## src/sv/trd_pkg.sv

```systemverilog
// ----------------------------------------------------------------------------
// trd_pkg: shared types and constants of the token repetition detector
// Word formats, register map, mode codes and fixed thresholds.
// ----------------------------------------------------------------------------
package trd_pkg;

  // token identifier width
  localparam int TOKEN_WIDTH = 18;

  // repetition counter width and its saturation value
  localparam int CNT_W = 16;
  localparam logic [CNT_W-1:0] CNT_MAX = {CNT_W{1'b1}};

  // fill levels at which the checks start
  localparam int MIN_FILL     = 6;
  localparam int RUN_MIN_FILL = 10;
  localparam int COPIES       = 3;

  // mode codes
  localparam logic [1:0] MODE_TOKEN = 2'd0;
  localparam logic [1:0] MODE_QUERY = 2'd1;
  localparam logic [1:0] MODE_CLEAR = 2'd2;

  // register map (byte address 4*index)
  localparam int ADDR_W = 4;
  localparam logic [1:0] REG_ENABLE    = 2'd0;
  localparam logic [1:0] REG_THRESHOLD = 2'd1;
  localparam logic [1:0] REG_INTERVAL  = 2'd2;

  // reset values of the registers
  localparam logic        ENABLE_RST    = 1'b1;
  localparam logic [15:0] THRESHOLD_RST = 16'd5;
  localparam logic [15:0] INTERVAL_RST  = 16'd30;

  typedef struct packed {
    logic [1:0]             mode;
    logic [TOKEN_WIDTH-1:0] token;
    logic [31:0]            now_seconds;
  } in_word_t;

  typedef struct packed {
    logic             detected;
    logic             clear_cache;
    logic             emergency;
    logic [CNT_W-1:0] repetition_total;
  } out_word_t;

  typedef struct packed {
    logic        enable;
    logic [15:0] repeat_threshold;
    logic [15:0] clear_interval;
  } cfg_t;

endpackage

```

## src/sv/token_repetition_detector.sv

```systemverilog
// ----------------------------------------------------------------------------
// token_repetition_detector: token stream repetition watcher
// Input register, single-pass detection core and output register.
// ----------------------------------------------------------------------------
// One word is accepted per clock cycle while the output is not stalled. A word
// sits in the input register while the core computes its result, and the result
// word is captured in the output register once that register is free or being
// taken. The one-word-per-cycle rate is set by the state update in the core,
// where the tap line, the fill, run and repetition counters and the emergency
// flag are all rewritten at the edge that registers the result. Results hold
// until taken; a stalled output stops the pipeline while the input register
// keeps the next word. Configuration is written through the APB-style port;
// the user must write it only while the block is idle, which the block itself
// does not enforce. Registers sit at byte addresses 0, 4 and 8.
module token_repetition_detector #(
  parameter int WINDOW_DEPTH = 50,
  parameter int MAX_PERIOD   = 4
) (
  input  logic                       clk,
  input  logic                       rst_n,
  input  logic                       in_valid,
  output logic                       in_ready,
  input  trd_pkg::in_word_t          in_data,
  output logic                       out_valid,
  input  logic                       out_ready,
  output trd_pkg::out_word_t         out_data,
  input  logic                       psel,
  input  logic                       penable,
  input  logic                       pwrite,
  input  logic [trd_pkg::ADDR_W-1:0] paddr,
  input  logic [31:0]                pwdata,
  output logic [31:0]                prdata,
  output logic                       pready
);
  import trd_pkg::*;

  cfg_t      cfg;
  in_word_t  s1_data_r;
  logic      s1_v_r, s1_v_nxt;
  out_word_t out_data_r;
  out_word_t core_res;
  logic      out_v_r, out_v_nxt;
  logic      adv;
  logic      fire;
  logic      in_acc;

  trd_regs u_regs (
    .clk     (clk),
    .rst_n   (rst_n),
    .psel    (psel),
    .penable (penable),
    .pwrite  (pwrite),
    .paddr   (paddr),
    .pwdata  (pwdata),
    .prdata  (prdata),
    .pready  (pready),
    .cfg     (cfg)
  );

  trd_core #(
    .WINDOW_DEPTH (WINDOW_DEPTH),
    .MAX_PERIOD   (MAX_PERIOD)
  ) u_core (
    .clk    (clk),
    .rst_n  (rst_n),
    .fire   (fire),
    .word   (s1_data_r),
    .cfg    (cfg),
    .result (core_res)
  );

  // pipeline handshake
  assign adv      = !out_v_r || out_ready;
  assign fire     = s1_v_r && adv;
  assign in_ready = !s1_v_r || adv;
  assign in_acc   = in_valid && in_ready;

  always_comb begin
    s1_v_nxt  = in_acc ? 1'b1 : (fire ? 1'b0 : s1_v_r);
    out_v_nxt = fire ? 1'b1 : (out_ready ? 1'b0 : out_v_r);
  end

  always_ff @(posedge clk) begin
    if (!rst_n) begin
      s1_v_r  <= 1'b0;
      out_v_r <= 1'b0;
    end else begin
      s1_v_r  <= s1_v_nxt;
      out_v_r <= out_v_nxt;
    end
  end

  // payload registers
  always_ff @(posedge clk) begin
    if (in_acc) s1_data_r <= in_data;
    if (fire)   out_data_r <= core_res;
  end

  assign out_valid = out_v_r;
  assign out_data  = out_data_r;

  // a shown result never reports a detection and a cache clear together
  a_det_xor_clr: assert property (@(posedge clk) disable iff (!rst_n)
    out_valid |-> !(out_data.detected && out_data.clear_cache))
    else $error("detection and cache clear in one word");

  // a stalled result keeps the input side from overrunning the pipeline
  a_stall_hold: assert property (@(posedge clk) disable iff (!rst_n)
    s1_v_r && out_v_r && !out_ready |-> !in_ready)
    else $error("input accepted while pipeline full");

  // every processed word shows up at the output next cycle
  a_fire_out: assert property (@(posedge clk) disable iff (!rst_n)
    fire |=> out_v_r) else $error("processed word lost");

endmodule

```

## src/sv/trd_regs.sv

```systemverilog
// ----------------------------------------------------------------------------
// trd_regs: configuration registers
// APB-style slave holding enable, repeat threshold and clear interval.
// ----------------------------------------------------------------------------
module trd_regs (
  input  logic                       clk,
  input  logic                       rst_n,
  input  logic                       psel,
  input  logic                       penable,
  input  logic                       pwrite,
  input  logic [trd_pkg::ADDR_W-1:0] paddr,
  input  logic [31:0]                pwdata,
  output logic [31:0]                prdata,
  output logic                       pready,
  output trd_pkg::cfg_t              cfg
);
  import trd_pkg::*;

  logic        enable_r, enable_nxt;
  logic [15:0] thr_r, thr_nxt;
  logic [15:0] intv_r, intv_nxt;
  logic        wr_en;
  logic [1:0]  reg_idx;

  assign pready  = 1'b1;
  assign wr_en   = psel & penable & pwrite & pready;
  assign reg_idx = paddr[3:2];

  // write decode
  always_comb begin
    enable_nxt = enable_r;
    thr_nxt    = thr_r;
    intv_nxt   = intv_r;
    if (wr_en) begin
      case (reg_idx)
        REG_ENABLE:    enable_nxt = pwdata[0];
        REG_THRESHOLD: thr_nxt    = pwdata[15:0];
        REG_INTERVAL:  intv_nxt   = pwdata[15:0];
        default: ;
      endcase
    end
  end

  always_ff @(posedge clk) begin
    if (!rst_n) begin
      enable_r <= ENABLE_RST;
      thr_r    <= THRESHOLD_RST;
      intv_r   <= INTERVAL_RST;
    end else begin
      enable_r <= enable_nxt;
      thr_r    <= thr_nxt;
      intv_r   <= intv_nxt;
    end
  end

  // read mux
  always_comb begin
    case (reg_idx)
      REG_ENABLE:    prdata = {31'd0, enable_r};
      REG_THRESHOLD: prdata = {16'd0, thr_r};
      REG_INTERVAL:  prdata = {16'd0, intv_r};
      default:       prdata = 32'd0;
    endcase
  end

  assign cfg = '{enable: enable_r, repeat_threshold: thr_r, clear_interval: intv_r};

endmodule

```

## src/sv/trd_core.sv

```systemverilog
// ----------------------------------------------------------------------------
// trd_core: detection state and single-pass update
// Tap line of the newest tokens, fill and run counters, repetition counter,
// emergency flag and detection time; computes the result of one word.
// ----------------------------------------------------------------------------
module trd_core #(
  parameter int WINDOW_DEPTH = 50,
  parameter int MAX_PERIOD   = 4
) (
  input  logic                clk,
  input  logic                rst_n,
  input  logic                fire,
  input  trd_pkg::in_word_t   word,
  input  trd_pkg::cfg_t       cfg,
  output trd_pkg::out_word_t  result
);
  import trd_pkg::*;

  // only the newest taps are ever compared; older entries just count as fill
  localparam int NTAP = COPIES * MAX_PERIOD;
  localparam int FW   = $clog2(WINDOW_DEPTH + 1);

  logic [TOKEN_WIDTH-1:0] taps_r [NTAP];
  logic [TOKEN_WIDTH-1:0] win_n  [NTAP];
  logic [FW-1:0]          fill_r, fill_nxt, fill_tok;
  logic [FW-1:0]          run_r, run_nxt, run_tok;
  logic [CNT_W-1:0]       cnt_r, cnt_nxt, cnt_tok;
  logic                   emerg_r, emerg_nxt;
  logic [31:0]            last_r, last_nxt;
  logic                   tok_hit;
  logic                   clr;
  logic                   take;
  logic [MAX_PERIOD:2]    match;
  logic [CNT_W:0]         run_sum;
  logic [31:0]            elapsed;

  assign take = (word.mode == MODE_TOKEN) && cfg.enable;

  // window contents after inserting the token
  always_comb begin
    win_n[0] = word.token;
    for (int k = 1; k < NTAP; k++) win_n[k] = taps_r[k-1];
  end

  // fill and run after insertion
  always_comb begin
    fill_tok = (int'(fill_r) >= WINDOW_DEPTH) ? FW'(WINDOW_DEPTH) : fill_r + 1'b1;
    if (fill_r != '0 && taps_r[0] == word.token)
      run_tok = (int'(run_r) < WINDOW_DEPTH) ? run_r + 1'b1 : FW'(WINDOW_DEPTH);
    else
      run_tok = FW'(1);
    if (run_tok > fill_tok) run_tok = fill_tok;
  end

  // period comparators, all in parallel
  always_comb begin
    for (int p = 2; p <= MAX_PERIOD; p++) begin
      match[p] = (int'(fill_tok) >= MIN_FILL) && (int'(fill_tok) >= COPIES * p);
      for (int i = 0; i < p; i++) begin
        if (win_n[i] != win_n[i+p] || win_n[i] != win_n[i+2*p]) match[p] = 1'b0;
      end
    end
  end

  // counter chain over periods in ascending order, then the run check
  always_comb begin
    cnt_tok = cnt_r;
    tok_hit = 1'b0;
    run_sum = '0;
    for (int p = 2; p <= MAX_PERIOD; p++) begin
      if (!tok_hit && match[p]) begin
        if (cnt_tok != CNT_MAX) cnt_tok = cnt_tok + 1'b1;
        if (cnt_tok >= cfg.repeat_threshold) tok_hit = 1'b1;
      end
    end
    if (!tok_hit && int'(fill_tok) >= RUN_MIN_FILL &&
        CNT_W'(run_tok) >= cfg.repeat_threshold) begin
      run_sum = {1'b0, cnt_tok} + (CNT_W+1)'(run_tok);
      cnt_tok = run_sum[CNT_W] ? CNT_MAX : run_sum[CNT_W-1:0];
      tok_hit = 1'b1;
    end
  end

  assign elapsed = word.now_seconds - last_r;

  // next state and result by mode
  always_comb begin
    fill_nxt  = fill_r;
    run_nxt   = run_r;
    cnt_nxt   = cnt_r;
    emerg_nxt = emerg_r;
    last_nxt  = last_r;
    clr       = 1'b0;
    result.detected = 1'b0;
    case (word.mode)
      MODE_TOKEN: begin
        if (take) begin
          fill_nxt = fill_tok;
          run_nxt  = run_tok;
          cnt_nxt  = cnt_tok;
          if (tok_hit) begin
            emerg_nxt = 1'b1;
            last_nxt  = word.now_seconds;
          end
          result.detected = tok_hit;
        end
      end
      MODE_QUERY: begin
        clr = cfg.enable && emerg_r && (elapsed >= {16'd0, cfg.clear_interval});
      end
      MODE_CLEAR: begin
        fill_nxt  = '0;
        run_nxt   = '0;
        cnt_nxt   = '0;
        emerg_nxt = 1'b0;
        last_nxt  = '0;
      end
      default: ;
    endcase
    result.clear_cache      = clr;
    result.emergency        = emerg_nxt;
    result.repetition_total = cnt_nxt;
  end

  // tap line, no reset needed: reads are guarded by the fill count
  always_ff @(posedge clk) begin
    if (fire && take) begin
      for (int k = 0; k < NTAP; k++) taps_r[k] <= win_n[k];
    end
  end

  // control state
  always_ff @(posedge clk) begin
    if (!rst_n) begin
      fill_r  <= '0;
      run_r   <= '0;
      cnt_r   <= '0;
      emerg_r <= 1'b0;
      last_r  <= '0;
    end else if (fire) begin
      fill_r  <= fill_nxt;
      run_r   <= run_nxt;
      cnt_r   <= cnt_nxt;
      emerg_r <= emerg_nxt;
      last_r  <= last_nxt;
    end
  end

  // run never longer than the fill, fill never past the window depth
  a_run_le_fill: assert property (@(posedge clk) disable iff (!rst_n)
    run_r <= fill_r) else $error("run length exceeds fill count");

  a_fill_depth: assert property (@(posedge clk) disable iff (!rst_n)
    int'(fill_r) <= WINDOW_DEPTH) else $error("fill count past window depth");

  // a clear word empties the fill count, the repetition counter and the emergency flag
  a_clear: assert property (@(posedge clk) disable iff (!rst_n)
    fire && word.mode == MODE_CLEAR |=> fill_r == '0 && cnt_r == '0 && !emerg_r)
    else $error("clear word left state behind");

  // a detection always leaves emergency set
  a_det_emerg: assert property (@(posedge clk) disable iff (!rst_n)
    fire && result.detected |=> emerg_r) else $error("detection without emergency");

endmodule

```

## config.mk

```make
export PLATFORM = sky130hd
export DESIGN_NAME = token_repetition_detector
export DESIGN_NICKNAME = d
export VERILOG_FILES = /design/src/sv/trd_pkg.sv /design/src/sv/token_repetition_detector.sv /design/src/sv/trd_regs.sv /design/src/sv/trd_core.sv
export SDC_FILE = /design/constraint.sdc
export NUM_CORES = 1
export LEC_CHECK = 0
export ABC_AREA = 1
export ABC_CLOCK_PERIOD_IN_PS = 10500
export BUFFER_PORTS_ARGS = -buffer_cell sky130_fd_sc_hd__clkbuf_2
export CAP_MARGIN = 30
export CELL_PAD_IN_SITES_DETAIL_PLACEMENT = 0
export CELL_PAD_IN_SITES_GLOBAL_PLACEMENT = 1
export CORE_MARGIN = 2
export CORE_UTILIZATION = 46
export CTS_CLUSTER_DIAMETER = 150
export DETAILED_ROUTE_END_ITERATION = 7
export PLACE_DENSITY = 0.85
export SYNTH_ARGS = -nofsm -noshare
export SYNTH_HDL_FRONTEND = slang
export SYNTH_SLANG_ARGS = --single-unit
```

## constraint.sdc

```tcl
create_clock -name clk -period 10.5 [get_ports clk]
set_input_delay 0.525 -clock clk [delete_from_list [all_inputs] [get_ports clk]]
set_output_delay 0.525 -clock clk [all_outputs]
set_load 0.005 [all_outputs]
```

# Word level (Yosys, flattened, before mapping)
# Memory sizes are Yosys's and may differ from the RTL's.
# Cells that the tools add are included.
[totals]
reg_bits = 167
latchBits = 0
inputBits = 95
mem_count = 1
ram_bits = 216
rom_bits = 0
wordCells = 156
[mem_list]
columns = ["memory", "depth", "width", "read_ports", "rd_ports_with_merged_regs", "wr", "line", "rtl"]
rows = [
  ["u_core.taps_r", 12, 18, 11, 0, 12, "trd_core.sv:23", "logic [TOKEN_WIDTH-1:0] taps_r [NTAP];"],
]
[op_classes]
div = 0
shifts = 0
eq_ne = 26
magnitude_cmp = 12
add_sub_neg = 7
n_mux = 50
reduce_logical = 41
multipliers = 0
bitwise_logic = 2
[ops]
columns = ["op", "n"]
rows = [
  ["$ne 18x18->1", 16],
  ["$mux 16", 12],
  ["$mux 32", 2],
  ["$pmux 32 s2", 1],
  ["$add 16x1->16 const B", 3],
  ["$ge 16x16->1", 3],
  ["$ne 16x16->1 const B", 3],
  ["$pmux 16 s3", 1],
  ["$mux 6", 6],
  ["$ge 32x16->1", 1],
  ["$pmux 16 s2", 1],
  ["$sub 32x32->32", 1],
  ["$mux 1", 24],
  ["$pmux 6 s2", 2],
  ["$eq 18x18->1", 1],
  ["$ge 6x4->1 const B", 3],
  ["$add 16x6->17", 1],
  ["$ge 6x16->1", 1],
  ["$logic_and 1x1->1", 13],
  ["$add 6x1->6 const B", 2],
  ["$logic_or 1x1->1", 11],
  ["$reduce_and 2->1", 4],
  ["$ge 6x3->1 const B", 1],
  ["$ge 6x6->1 const B", 1],
  ["other kinds (13)", 24],
]

# Logic depth before layout (Yosys ltp)
[logic_depth]
word_depth = 28
ltp_mapped = 65

# Hierarchy
# Synthesis repeated with hierarchy kept, for this count alone.
[unflattened]
cells_unflattened = 3360
hier_area_um2 = 25659.6
[modules_own_cells]
columns = ["module", "cells_each", "n_inst", "area_each_um2"]
rows = [
  ["trd_core", 3003, 1, 21683.3],
  ["token_repetition_detector", 84, 1, 2227.1],
  ["trd_regs", 273, 1, 1749.2],
]

# Worst setup path before layout
# No wires, ideal clock.
[synth_path]
path_kind = "register to register"
start = "register s1_data_r[51] in the netlist's numbering"
end = "memory u_core.taps_r[0][0], enable pin"
synth_period_minus_slack_ns = 7.553
setup_ns = 0.639
path_stages_with_launch = 7
arrival_time_ns = 6.914
setup_slack_ns = 2.947
n_path_buf = 1
cell_sequence = "edfxtp_1 nor2_1 clkinv_1 nor2_1 inv_1 nor2_1 clkbuf_1"
[synth_lines]
columns = ["item", "line", "rtl"]
rows = [
  ["start: declaration", "token_repetition_detector.sv:38", "in_word_t s1_data_r;"],
  ["start signal: assignment", "token_repetition_detector.sv:95", "if (in_acc) s1_data_r <= in_data;"],
  ["end: declaration", "trd_core.sv:23", ""],
]

==> flow_results.xml <==
<?xml version="1.0" encoding="UTF-8"?>
<metrics>
  <group name="cts">
    <metric name="cts-root-buf" unit="">sky130_fd_sc_hd__clkbuf_16</metric>
    <metric name="worst_skew_pair.late_latency" unit="ns">0.58</metric>
    <metric name="cts_hold_buf" unit="">0</metric>
    <metric name="cts_buffers" unit="">43</metric>
    <metric name="cts.clk_slew.worst_paths" unit="ns">0.06</metric>
    <metric name="post_cts_resized" unit="">0</metric>
    <metric name="cts_num_sinks" unit="">365</metric>
    <metric name="cts_tree" unit="">yes</metric>
    <metric name="cts-htree-levels" unit="">2</metric>
    <metric name="post_cts_buffers" unit="">0</metric>
    <metric name="cts.path.max_buffers" unit="">3</metric>
  </group>
  <group name="timing">
    <metric name="relSlewSlack" unit="%">36.2</metric>
    <metric name="final.setup.tns" unit="ns">0</metric>
    <metric name="finalHoldWorstSlack" unit="ns">0.117</metric>
    <metric name="rsz0062_at_grt" unit="">no</metric>
    <metric name="final_max_slew_viol_count" unit="">0</metric>
    <metric name="hold_violations" unit="">0</metric>
    <metric name="skew" unit="ns">0.0167</metric>
    <metric name="maxClockFrequency" unit="MHz">109</metric>
    <metric name="final-setup-viol-count" unit="">0</metric>
    <metric name="timing.final.crit_period" unit="ns">9.15</metric>
    <metric name="final.period_utilization" unit="%">87.1</metric>
    <metric name="transition_time_at_the_pin_with_the_least_slew_margin" unit="ns">0.956</metric>
  </group>
  <group name="synthesis">
    <metric name="syn_avg_cell_area" unit="um2">8.08</metric>
    <metric name="synth.top_cell.area_share" unit="%">32.3</metric>
    <metric name="prevailing_post_synth_register_cell" unit="">sky130_fd_sc_hd__edfxtp_1</metric>
    <metric name="synth.yosys.seq_area_share" unit="%">40.0</metric>
    <metric name="postSynth.asyncResetShare" unit="%">0</metric>
    <metric name="netlist.top_cell.by_area" unit="">sky130_fd_sc_hd__edfxtp_1</metric>
    <metric name="synth_edf_count" unit="">269</metric>
    <metric name="netlist-cell-type-count" unit="">65</metric>
    <metric name="synth.area.top_cells" unit="">sky130_fd_sc_hd__edfxtp_1 32%, sky130_fd_sc_hd__nand2_1 9.8%, sky130_fd_sc_hd__dfxtp_1 7.7%</metric>
    <metric name="synth_warnings" unit="">0</metric>
    <metric name="synth_cells" unit="">3092</metric>
    <metric name="synth.cell_area" unit="mm2">0.0250</metric>
    <metric name="ys_ff_latch" unit="">365</metric>
    <metric name="yosysMostFrequentCell" unit="">sky130_fd_sc_hd__nand2_1</metric>
    <metric name="post_synth_most_frequent_cells" unit="">651 x sky130_fd_sc_hd__nand2_1, 330 x sky130_fd_sc_hd__inv_1, 312 x sky130_fd_sc_hd__nor2_1</metric>
  </group>
  <group name="final_layout">
    <metric name="final_cell_count_no_fill" unit="">3886</metric>
    <metric name="final_net_count" unit="">3375</metric>
    <metric name="flow.area_growth_from_synthesis" unit="%">9.21</metric>
    <metric name="post_route_cells_drive_above_1_share" unit="%">11.5</metric>
    <metric name="finish.utilization" unit="%">50.7</metric>
    <metric name="layout.filler_cells" unit="">5137</metric>
  </group>
  <group name="hold_path">
    <metric name="kind_of_path_behind_the_tightest_hold_check" unit="">input port to flip-flop</metric>
    <metric name="whs_path_cells" unit="">1</metric>
    <metric name="worstHoldStart" unit="">in_data[5]</metric>
    <metric name="min_to" unit="">s1_data_r[5]</metric>
  </group>
  <group name="setup_path">
    <metric name="path_buf_inv" unit="">6</metric>
    <metric name="cpLargestDelayFamily" unit="">simple AND/OR/NAND/NOR gates</metric>
    <metric name="critical-path-slowest-cell" unit="">sky130_fd_sc_hd__o21ai_0</metric>
    <metric name="crit_type" unit="">flip-flop to flip-flop</metric>
    <metric name="crit_path_end_kind" unit="">flip-flop</metric>
    <metric name="r2r-start" unit="">u_core.taps_r[0][6]</metric>
    <metric name="reg2reg_to" unit="">out_data[9]</metric>
    <metric name="worst-r2r-cell-count" unit="">56</metric>
    <metric name="crit_path_frequent_cell" unit="">sky130_fd_sc_hd__nand2_1</metric>
    <metric name="worst_ep_required_time" unit="ns">10.84</metric>
    <metric name="cp-start-kind" unit="">flip-flop</metric>
    <metric name="arrival" unit="ns">9.49</metric>
    <metric name="slowest_delay" unit="ns">0.62</metric>
    <metric name="timing.critical_path.fanout_max" unit="">28</metric>
    <metric name="reg_to_reg_setup_timing_slack" unit="ns">1.35</metric>
  </group>
  <group name="power">
    <metric name="netSwitchingFraction" unit="%">28.2</metric>
    <metric name="p_seq_share" unit="%">44.7</metric>
    <metric name="cellInternalPower" unit="mW">2.64</metric>
    <metric name="power.combinational.fraction" unit="%">13.8</metric>
    <metric name="max-vdd-ir-drop" unit="mV">0.140</metric>
    <metric name="power.switching" unit="mW">1.03</metric>
    <metric name="power.leakage" unit="nW">11.5</metric>
    <metric name="power.density" unit="mW/mm2">135</metric>
    <metric name="clkPwrFrac" unit="%">41.5</metric>
  </group>
  <group name="drt">
    <metric name="initialDrtViolationCount" unit="">2991</metric>
    <metric name="routed_via_density" unit="">5.77</metric>
    <metric name="routedWlPerCell" unit="um">22.8</metric>
    <metric name="detailedRoute.firstPassIterationCount" unit="">6</metric>
    <metric name="routed_vias" unit="">22400</metric>
    <metric name="remaining_drc_errors" unit="">0</metric>
    <metric name="drtAntennaViolNets" unit="">0</metric>
    <metric name="detailed_route_wl" unit="mm">88.7</metric>
  </group>
  <group name="floorplan">
    <metric name="floorplan.die_area" unit="mm2">0.0562</metric>
    <metric name="height_of_the_die" unit="um">237</metric>
    <metric name="effective_utilization_at_floorplan" unit="%">46.4</metric>
    <metric name="floorplan.rows" unit="">85</metric>
    <metric name="core_region_area" unit="mm2">0.0538</metric>
    <metric name="floorplan.io_pins" unit="">149</metric>
    <metric name="die_w" unit="um">237</metric>
  </group>
  <group name="global_routing">
    <metric name="initial_antenna_violation_count" unit="">4</metric>
    <metric name="via_count_of_the_first_global_routing_pass" unit="">21000</metric>
    <metric name="globalRouteTotalUtil" unit="%">31.2</metric>
    <metric name="grt_pass1_wl" unit="mm">131</metric>
    <metric name="pin_count_of_the_biggest_net_entering_global_routing" unit="">163</metric>
    <metric name="gr-total-overflow" unit="">0</metric>
  </group>
  <group name="placement">
    <metric name="finalWeightedCongestion" unit="">1.04</metric>
    <metric name="port-buffer-count" unit="">113</metric>
    <metric name="dpl.hpwl" unit="mm">71.3</metric>
    <metric name="dpl.cell_count" unit="">3809</metric>
  </group>
  <group name="status">
    <metric name="status" unit="">completed</metric>
  </group>
  <group name="job">
    <metric name="drv.max_cap_violation_count" unit="">0</metric>
  </group>
</metrics>
==> per-stage QoR <==
stage	worst slack (ns)	area (um2)	power, mW
after CTS	1.52	27300	3.68
after global placement	1.79	25800	2.15
after floorplan	2.95	25000	2.00
final	1.35	27300	3.67
after global routing	0.644	27300	3.80
after detailed placement	1.57	25900	2.16
==> per-layer routing <==
layer	up-vias	wire length, um	part of all wire [%]	global-route usage, %
li1	10500	-	-	-
met1	10600	38800	44	45.3
met2	1117	38200	43	47.2
met3	162	8960	10	5.72
met4	2	2800	3.2	9.43
met5	-	11	0.012	0
==> how the worst max path moves through the flow <==
stage	endpoint	startpoint	cells after the start	slack, ns
after floorplan	u_core.taps_r[0][0]	s1_data_r[51]	6	2.95
after global placement	u_core.last_r[25]	u_core.cnt_r[1]	48	1.79
after detailed placement	u_core.last_r[15]	u_core.cnt_r[0]	48	1.57
after CTS	u_core.last_r[15]	u_core.cnt_r[0]	48	1.52
after global routing	out_data[9]	s1_data_r[38]	57	0.64
final	out_data[9]	u_core.taps_r[0][6]	56	1.35
==> placed cells by master (no fill, tap or decap), types with 113 or more instances in the layout <==
master and count:
sky130_fd_sc_hd__a21oi_1 168, sky130_fd_sc_hd__clkbuf_2 113, sky130_fd_sc_hd__edfxtp_1 269, sky130_fd_sc_hd__ha_1 120
sky130_fd_sc_hd__inv_1 329, sky130_fd_sc_hd__nand2_1 650, sky130_fd_sc_hd__nand3_1 114, sky130_fd_sc_hd__nand4_1 118
sky130_fd_sc_hd__nor2_1 311, sky130_fd_sc_hd__xor2_1 209
==> kinds of logic after synthesis <==
group / after synthesis / synth area share (%)
buf+inv: 507 / 8.90
fa+ha+maj: 122 / 6.17
xor+xnor: 253 / 8.87
compound gates: 364 / 8.24
simple gates: 1479 / 27.8
flops: 365 / 40.0
other cells: 2 / 0.0300
==> cell type report <==
cell class                      count  area (um2)  share of cell area (%)
Tap cell                          696         871                    3.19
Inverter                          383        1440                    5.27
Timing Repair Buffer              130         743                    2.72
Clock buffer                       57        1200                    4.40
Multi-Input combinational cell   2235       12800                    47.0
Clock inverter                     19         203                   0.743
Sequential cell                   365       10000                    36.6
Antenna cell                        1        2.50                 0.00917
==> power groups by stage <==
stage	logic, mW	clock network, mW	registers (mW)
2_1_floorplan	0.353	0	1.64
3_3_place_gp	0.483	0	1.67
3_5_place_dp	0.494	0	1.67
4_1_cts	0.497	1.54	1.64
5_1_grt	0.560	1.60	1.65
6_report	0.505	1.53	1.64
==> worst reg2reg max path, delay by kind of cell, from the launching register on <==
family | cells | cell delay (ns)
AND/OR/NAND/NOR | 37 | 4.02
buffers and inverters | 6 | 0.87
AO/OA/AOI/OAI | 9 | 2.34
adder cells (fa/ha/maj) | 3 | 0.87
flip-flops | 1 | 0.56
XOR/XNOR | 1 | 0.29
==> flip-flops by register name (all words and copies together), names as in the netlist <==
name             count
u_core.taps_r      198
u_regs.thr_r        16
out_valid            1
s1_v_r               1
u_regs.enable_r      1
s1_data_r           52
u_core.emerg_r       1
u_core.fill_r        6
u_regs.intv_r       16
u_core.run_r         6
u_core.cnt_r        16
out_data            19
u_core.last_r       32
(Power assumes the default switching activity.)
